### config.mk
export PLATFORM = sky130hd
export DESIGN_NAME = key_click_double_long_detector_top
export DESIGN_NICKNAME = d
export VERILOG_FILES = /design/src/kcdl_pkg.sv /design/src/kcdl_cfg_regs.sv /design/src/kcdl_fsm.sv /design/src/key_click_double_long_detector_top.sv
export SDC_FILE = /design/constraint.sdc
export NUM_CORES = 1
export LEC_CHECK = 0
export ABC_AREA = 0
export BUFFER_PORTS_ARGS = -buffer_cell sky130_fd_sc_hd__buf_2
export CORE_ASPECT_RATIO = 0.6
export CORE_MARGIN = 2
export CORE_UTILIZATION = 40
export CTS_CLUSTER_SIZE = 16
export DETAILED_ROUTE_END_ITERATION = 16
export PLACE_DENSITY_LB_ADDON = 0.3
export SLEW_MARGIN = 10
export SYNTH_ARGS = -nofsm -noshare
export SYNTH_HDL_FRONTEND = slang
export SYNTH_HIERARCHICAL = 1
export SYNTH_SLANG_ARGS = --single-unit
export TNS_END_PERCENT = 30
### constraint.sdc
create_clock -name i_clk -period 4.2 [get_ports i_clk]
set_clock_uncertainty 0.2 [all_clocks]
set_input_delay 1.26 -clock i_clk [delete_from_list [all_inputs] [get_ports i_clk]]
set_output_delay 1.26 -clock i_clk [all_outputs]
set_load 0.05 [all_outputs]
### src/kcdl_pkg.sv
package kcdl_pkg;

    // Phase of the press detector
    typedef enum logic [2:0] {
        PH_UP     = 3'd0,
        PH_DOWN   = 3'd1,
        PH_HELD   = 3'd2,
        PH_GAP    = 3'd3,
        PH_SINGLE = 3'd4,
        PH_DOUBLE = 3'd5,
        PH_LONG   = 3'd6
    } t_phase;

    // Latched event codes
    localparam logic [1:0] EV_NONE   = 2'd0;
    localparam logic [1:0] EV_SINGLE = 2'd1;
    localparam logic [1:0] EV_DOUBLE = 2'd2;
    localparam logic [1:0] EV_LONG   = 2'd3;

    // Field widths
    localparam int KEY_W  = 16;
    localparam int TICK_W = 10;
    localparam int IDX_W  = 2;

    // Register indexes
    localparam logic [IDX_W-1:0] CFG_KEY_PATTERN = 2'd0;
    localparam logic [IDX_W-1:0] CFG_LONG_TICKS  = 2'd1;
    localparam logic [IDX_W-1:0] CFG_GAP_TICKS   = 2'd2;

    // Register reset values
    localparam logic [KEY_W-1:0]  KEY_PATTERN_RST = 16'd0;
    localparam logic [TICK_W-1:0] LONG_TICKS_RST  = 10'd300;
    localparam logic [TICK_W-1:0] GAP_TICKS_RST   = 10'd30;

    typedef struct packed {
        logic [KEY_W-1:0]  key_pattern;
        logic [TICK_W-1:0] long_press_ticks;
        logic [TICK_W-1:0] double_gap_ticks;
    } t_cfg;

endpackage

### src/kcdl_cfg_regs.sv
module kcdl_cfg_regs (
    input  logic                        i_clk,
    input  logic                        i_rst_n,
    input  logic                        i_cfg_valid,
    input  logic [kcdl_pkg::IDX_W-1:0]  i_cfg_index,
    input  logic [kcdl_pkg::KEY_W-1:0]  i_cfg_data,
    output logic                        o_cfg_ready,
    output kcdl_pkg::t_cfg              o_cfg
);

    kcdl_pkg::t_cfg r_cfg;

    assign o_cfg_ready = 1'b1;
    assign o_cfg       = r_cfg;

    // Unknown index: write dropped
    always_ff @(posedge i_clk) begin
        if (!i_rst_n) begin
            r_cfg.key_pattern      <= kcdl_pkg::KEY_PATTERN_RST;
            r_cfg.long_press_ticks <= kcdl_pkg::LONG_TICKS_RST;
            r_cfg.double_gap_ticks <= kcdl_pkg::GAP_TICKS_RST;
        end else if (i_cfg_valid && o_cfg_ready) begin
            case (i_cfg_index)
                kcdl_pkg::CFG_KEY_PATTERN: begin
                    r_cfg.key_pattern <= i_cfg_data;
                end
                kcdl_pkg::CFG_LONG_TICKS: begin
                    r_cfg.long_press_ticks <= i_cfg_data[kcdl_pkg::TICK_W-1:0];
                end
                kcdl_pkg::CFG_GAP_TICKS: begin
                    r_cfg.double_gap_ticks <= i_cfg_data[kcdl_pkg::TICK_W-1:0];
                end
                default: begin
                end
            endcase
        end
    end

endmodule

### src/kcdl_fsm.sv
module kcdl_fsm (
    input  logic                        i_clk,
    input  logic                        i_rst_n,
    input  logic                        i_step,
    input  logic [kcdl_pkg::KEY_W-1:0]  i_key_bits,
    input  kcdl_pkg::t_cfg              i_cfg,
    output logic [1:0]                  o_event_next,
    output kcdl_pkg::t_phase            o_phase_next
);

    kcdl_pkg::t_phase              r_phase;
    kcdl_pkg::t_phase              n_phase;
    logic [kcdl_pkg::TICK_W-1:0]   r_tick;
    logic [kcdl_pkg::TICK_W-1:0]   n_tick;
    logic [1:0]                    r_event;
    logic [1:0]                    n_event;
    logic                          match;
    logic [kcdl_pkg::TICK_W-1:0]   tick_inc;

    assign match    = (i_key_bits == i_cfg.key_pattern);
    assign tick_inc = r_tick + kcdl_pkg::TICK_W'(1);

    // Next phase
    always_comb begin
        n_phase = r_phase;
        case (r_phase)
            kcdl_pkg::PH_UP: begin
                if (match) n_phase = kcdl_pkg::PH_DOWN;
            end
            kcdl_pkg::PH_DOWN: begin
                n_phase = match ? kcdl_pkg::PH_HELD : kcdl_pkg::PH_UP;
            end
            kcdl_pkg::PH_HELD: begin
                if (tick_inc >= i_cfg.long_press_ticks) n_phase = kcdl_pkg::PH_LONG;
                else if (!match)                        n_phase = kcdl_pkg::PH_GAP;
            end
            kcdl_pkg::PH_GAP: begin
                if (tick_inc >= i_cfg.double_gap_ticks) n_phase = kcdl_pkg::PH_SINGLE;
                else if (match)                         n_phase = kcdl_pkg::PH_DOUBLE;
            end
            kcdl_pkg::PH_SINGLE: begin
                n_phase = kcdl_pkg::PH_UP;
            end
            kcdl_pkg::PH_DOUBLE, kcdl_pkg::PH_LONG: begin
                if (!match) n_phase = kcdl_pkg::PH_UP;
            end
            default: begin
                n_phase = kcdl_pkg::PH_UP;
            end
        endcase
    end

    // Counter and event
    always_comb begin
        n_tick  = r_tick;
        n_event = r_event;
        case (r_phase)
            kcdl_pkg::PH_HELD: begin
                if (tick_inc >= i_cfg.long_press_ticks || !match) n_tick = '0;
                else                                              n_tick = tick_inc;
            end
            kcdl_pkg::PH_GAP: begin
                if (tick_inc >= i_cfg.double_gap_ticks || match) n_tick = '0;
                else                                             n_tick = tick_inc;
            end
            kcdl_pkg::PH_SINGLE: n_event = kcdl_pkg::EV_SINGLE;
            kcdl_pkg::PH_DOUBLE: n_event = kcdl_pkg::EV_DOUBLE;
            kcdl_pkg::PH_LONG:   n_event = kcdl_pkg::EV_LONG;
            default: begin
            end
        endcase
    end

    assign o_event_next = n_event;
    assign o_phase_next = n_phase;

    always_ff @(posedge i_clk) begin
        if (!i_rst_n) begin
            r_phase <= kcdl_pkg::PH_UP;
            r_tick  <= '0;
            r_event <= kcdl_pkg::EV_NONE;
        end else if (i_step) begin
            r_phase <= n_phase;
            r_tick  <= n_tick;
            r_event <= n_event;
        end
    end

    // Counter only runs while held or in the click gap
    a_tick_idle: assert property (@(posedge i_clk) disable iff (!i_rst_n)
        (r_phase != kcdl_pkg::PH_HELD && r_phase != kcdl_pkg::PH_GAP) |-> (r_tick == '0))
        else $error("tick counter nonzero outside held/gap");

    // Event only latched out of a reporting phase
    a_event_src: assert property (@(posedge i_clk) disable iff (!i_rst_n)
        $past(i_rst_n) && (r_event != $past(r_event)) |->
            ($past(r_phase) == kcdl_pkg::PH_SINGLE || $past(r_phase) == kcdl_pkg::PH_DOUBLE
             || $past(r_phase) == kcdl_pkg::PH_LONG))
        else $error("event changed outside a reporting phase");

    // Long press only entered from held
    a_long_src: assert property (@(posedge i_clk) disable iff (!i_rst_n)
        $past(i_rst_n) && (r_phase == kcdl_pkg::PH_LONG) && ($past(r_phase) != kcdl_pkg::PH_LONG)
            |-> ($past(r_phase) == kcdl_pkg::PH_HELD))
        else $error("long phase entered from wrong phase");

    // Double click only entered from click gap
    a_double_src: assert property (@(posedge i_clk) disable iff (!i_rst_n)
        $past(i_rst_n) && (r_phase == kcdl_pkg::PH_DOUBLE)
            && ($past(r_phase) != kcdl_pkg::PH_DOUBLE)
            |-> ($past(r_phase) == kcdl_pkg::PH_GAP))
        else $error("double phase entered from wrong phase");

endmodule

### src/key_click_double_long_detector_top.sv
// An input word passes through the input register, then the result register, to reach its result.
// Throughput: one key word per cycle while i_stall stays low; the phase update is a single compare-and-increment.
// While a result waits on i_stall the input register takes one more word, then o_stall rises.
// Reset (i_rst_n low, synchronous): phase up, tick counter and event cleared,
// pipeline empty, key_pattern 0, long_press_ticks 300, double_gap_ticks 30.
module key_click_double_long_detector_top (
    input  logic                        i_clk,
    input  logic                        i_rst_n,
    // scan tick input
    input  logic                        i_valid,
    output logic                        o_stall,
    input  logic [kcdl_pkg::KEY_W-1:0]  i_key_bits,
    // result output
    output logic                        o_valid,
    input  logic                        i_stall,
    output logic [1:0]                  o_last_event,
    output logic [2:0]                  o_phase,
    // register writes
    input  logic                        i_cfg_valid,
    output logic                        o_cfg_ready,
    input  logic [kcdl_pkg::IDX_W-1:0]  i_cfg_index,
    input  logic [kcdl_pkg::KEY_W-1:0]  i_cfg_data
);

    kcdl_pkg::t_cfg                cfg;

    // Input register
    logic                          r_in_valid;
    logic [kcdl_pkg::KEY_W-1:0]    r_key_bits;

    // Result register
    logic                          r_out_valid;
    logic [1:0]                    r_last_event;
    kcdl_pkg::t_phase              r_phase;

    logic                          out_free;
    logic                          step;
    logic                          in_take;
    logic [1:0]                    event_next;
    kcdl_pkg::t_phase              phase_next;

    kcdl_cfg_regs u_cfg (
        .i_clk       (i_clk),
        .i_rst_n     (i_rst_n),
        .i_cfg_valid (i_cfg_valid),
        .i_cfg_index (i_cfg_index),
        .i_cfg_data  (i_cfg_data),
        .o_cfg_ready (o_cfg_ready),
        .o_cfg       (cfg)
    );

    // Result slot frees when empty or being taken this cycle
    assign out_free = !r_out_valid || !i_stall;
    // The held word advances into the state machine and the result register
    assign step     = r_in_valid && out_free;
    // Input register takes a word when empty or when its word moves on
    assign o_stall  = r_in_valid && !out_free;
    assign in_take  = i_valid && !o_stall;

    kcdl_fsm u_fsm (
        .i_clk        (i_clk),
        .i_rst_n      (i_rst_n),
        .i_step       (step),
        .i_key_bits   (r_key_bits),
        .i_cfg        (cfg),
        .o_event_next (event_next),
        .o_phase_next (phase_next)
    );

    always_ff @(posedge i_clk) begin
        if (!i_rst_n) begin
            r_in_valid  <= 1'b0;
            r_out_valid <= 1'b0;
        end else begin
            if (in_take)       r_in_valid <= 1'b1;
            else if (step)     r_in_valid <= 1'b0;
            if (step)          r_out_valid <= 1'b1;
            else if (!i_stall) r_out_valid <= 1'b0;
        end
    end

    // Payload registers, no reset
    always_ff @(posedge i_clk) begin
        if (in_take) begin
            r_key_bits <= i_key_bits;
        end
        if (step) begin
            r_last_event <= event_next;
            r_phase      <= phase_next;
        end
    end

    assign o_valid      = r_out_valid;
    assign o_last_event = r_last_event;
    assign o_phase      = 3'(r_phase);

endmodule

==> metrics.md <==
| Metric | Value |
|---|---|
| Status | `finished, final reports clean` |
| Fmax | `around 0.28 GHz` |
| Cell Count Post-Placement | `about 540` |
| Hold Violations, Final | `0` |
| Max-Cap Viols | `0` |
| Slew @ Worst Pin | `~0.82 ns` |
| DR vias | `approximately 2.7k` |
| Initial antenna violation count | `0` |
| Number of buffers created by CTS | `9` |
| Pre-Repair DR Iteration Count | `4` |
| Slew headroom | `between 40 and 50%` |
| HP Class | `flip-flop to flip-flop` |
| Mean post-synth cell area | `approximately 9.9 um2` |
| Final WL | `~8000 um` |
| Pleak | `around 2 nW` |
| CP Data Required Time | `4.27 ns` |
| Startpoint types | `flip-flop` |
| Largest cells by area after synthesis | `dfxtp_1, edfxtp_1, mux2i_1, ha_1, xor2_1` |
| Final Non-Filler Cells | `around 560` |
| Critical path's largest stage delay | `around 0.67 ns` |
| Crit path time final | `3.553 ns` |
| Ant. Diodes | `0` |
| Die area | `approximately 10000 um2` |
| DR DRC count | `0` |
| Die X | `around 130 um` |
| Top-count cell post-synth | `nand2_1` |
| Area Growth Syn to Fin | `17.93%` |
| CP max FO | `6` |
| Clock transition at path regs | `0.06 ns` |
| PostCTS Resize Cnt | `0` |
| RSZ-0062 raised after global routing | `no` |
| Syn_nets | `~440` |
| Synth warn | `6` |
| DPL Wire Length | `5769 um` |
| Endpoints failing setup | `0` |
| #FFs+latches synth | `74` |
| Core region area | `9155 um2` |
| Cell Area, Synth | `3754 um2` |
| H-tree depth | `3` |
| CP cell instances | `nand3_1 > nor2_1 > and3_1 > nand3_1 > xnor2_1 > ha_1 > nand4_1 > a211oi_1 > a2111oi_1 > nand4_1 > o31a_2 > o21ai_1` |
| IO Count | `47` |
| Vias in the first global route | `2700` |
| Slew Viols, Final | `0` |
| Worst EP arrival | `between 3 and 4 ns` |
| Starting DRT DRC Count | `approximately 230` |
| Top delay family on crit path | `simple AND/OR/NAND/NOR gates` |
| Post-Synthesis Cells | `378` |
| Share of cells above drive strength 1 | `a little under a fifth` |
| WL per Instance | `~14 um` |
| Synth cell count leaders | `nand2_1, dfxtp_1, mux2i_1` |
| Vias per inst | `4.941` |
| Num rows | `27` |
| Final Wtd Congestion | `around 0.92` |
| CP Class | `flip-flop to flip-flop` |
| Primary flip-flop cell chosen by synthesis mapping | `dfxtp_1` |
| Post-synth top area share | `between 20% and 30%` |
| Area post-placement | `between 4000 and 5000 um2` |
| Later-pin clock latency in the skew report | `approximately 0.33 ns` |
| VDD IR max | `between 0.2 and 0.25 mV` |
| First-pass GRT wire length | `around 14000 um` |
| CTS tree | `yes` |
| Post-synthesis sequential area ratio | `45.07%` |
| Gr ovfl total | `0` |
| Chip height | `79.04 um` |
| Cell taking the most area after synthesis | `dfxtp_1` |
| Post CTS Setup Buffer Count | `0` |
| Fin Setup TNS | `0 ns` |
| Post-synth ARST share | `0%` |
| Initial Util | `41.00%` |
| Buffers on Ports | `45` |
| Num Clock Sinks | `74` |
| Crit-path slowest cell | `a2111oi_1` |
| Antenna Nets Post-Route | `0` |
| Hold buffers post-CTS | `0` |
| CTS Buffer Depth | `2` |
| CTS root buffer | `clkbuf_16` |
| Final period util | `a little over four fifths` |
| Fin nets | `480` |
| Critical path endpoint category | `flip-flop` |
| Pwr Density | `approximately 420 nW/um2` |
| Final Cell Area | `around 4400 um2` |
| WP buf/inv | `0` |
| Largest net degree at the start of global routing | `45` |
| Post-synth EDFFs | `21` |
| Post-synth cell types | `49` |
| Total GRT Usage | `17.24%` |
## where the power goes
part	leakage, nW	switching, W	internal [W]
clock network	0.178	0.000311	0.000646
registers	0.635	0.0000176	0.000765
logic	1.19	0.0000819	0.0000539
## layout by cell type, fill, tap and decap left out, types with 8 or more instances in the layout
| cell | n |
|---|---|
| nand2_1 | 59 |
| dfxtp_1 | 53 |
| buf_2 | 45 |
| mux2i_1 | 33 |
| xor2_1 | 26 |
| inv_1 | 25 |
| edfxtp_1 | 21 |
| ha_1 | 21 |
| nor2_1 | 18 |
| nand3_1 | 13 |
| nor2b_1 | 10 |
| clkbuf_16 | 9 |
| a21oi_1 | 8 |
## metal layers
metal | global-route usage [%] | vias up | part of all wire (%)
li1 | - | 1378 | -
met1 | 25.50 | 1282 | 51
met2 | 23.44 | 74 | 40
met3 | 5.795 | 8 | 8.0
met4 | 5.217 | 0 | 0.95
met5 | 0 | - | 0
## cells by family (layout without fill, tap and decap cells)
| family | Yosys count | after routing | share of synthesized area, % |
|---|---|---|---|
| compound gates | 41 | 41 | 7.734 |
| xor+xnor | 32 | 32 | 7.467 |
| fa+ha+maj | 21 | 21 | 7.000 |
| buf+inv | 43 | 90 | 5.633 |
| flops | 74 | 74 | 45.07 |
| mux | 33 | 33 | 8.800 |
| other cells | 1 | 1 | 0.09990 |
| simple gates | 133 | 133 | 18.20 |
## worst paths after layout
| path | slack, ns | startpoint | to | cells past startpoint |
|---|---|---|---|---|
| hold / removal | 0.26 | u_cfg/o_cfg[19] | u_cfg/o_cfg[19] | 2 |
| hold reg to reg | 0.26 | u_cfg/o_cfg[19] | u_cfg/o_cfg[19] | 2 |
| setup reg to reg | 0.65 | u_fsm/r_tick[0] | u_fsm/r_tick[1] | 12 |
| setup / recovery | 0.65 | u_fsm/r_tick[0] | u_fsm/r_tick[1] | 12 |
## registers in the layout (all words and copies together), names as in the netlist
signal         count
u_fsm/r_phase      3
u_cfg/o_cfg       36
o_valid            1
o_last_event       2
r_in_valid         1
u_fsm/r_tick      10
o_phase            3
u_fsm/r_event      2
r_key_bits        16
## worst min-delay path, stage by stage (launching register included)
cell and delay (ns):
dfxtp_1 0.31, nand2_1 0.05, mux2i_1 0.05
## cell type report
cell class | count | area [um2]
Fill cell | 855 | 4728
Multi-Input combinational cell | 261 | 1851
Sequential cell | 74 | 1692
Timing Repair Buffer | 49 | 255.2
Clock buffer | 9 | 225.2
Tap cell | 130 | 162.7
Clock inverter | 7 | 147.6
Inverter | 25 | 93.84
## through the flow
stage / setup slack [ns] / util (%) / power (W) / hold WS, ns
final: 0.6473 / 48.35 / 0.001876 / 0.2574
after floorplan: 1.080 / - / 0.0008910 / 0.2347
after CTS: 0.6852 / 48.35 / 0.001897 / 0.2586
after global routing: 0.2482 / 48.35 / 0.001946 / 0.2799
after global placement: 0.8778 / 44.28 / 0.0009293 / 0.2469
after detailed placement: 0.7416 / 44.28 / 0.0009329 / 0.2502
Note: power is estimated with default switching activity, not from simulation.
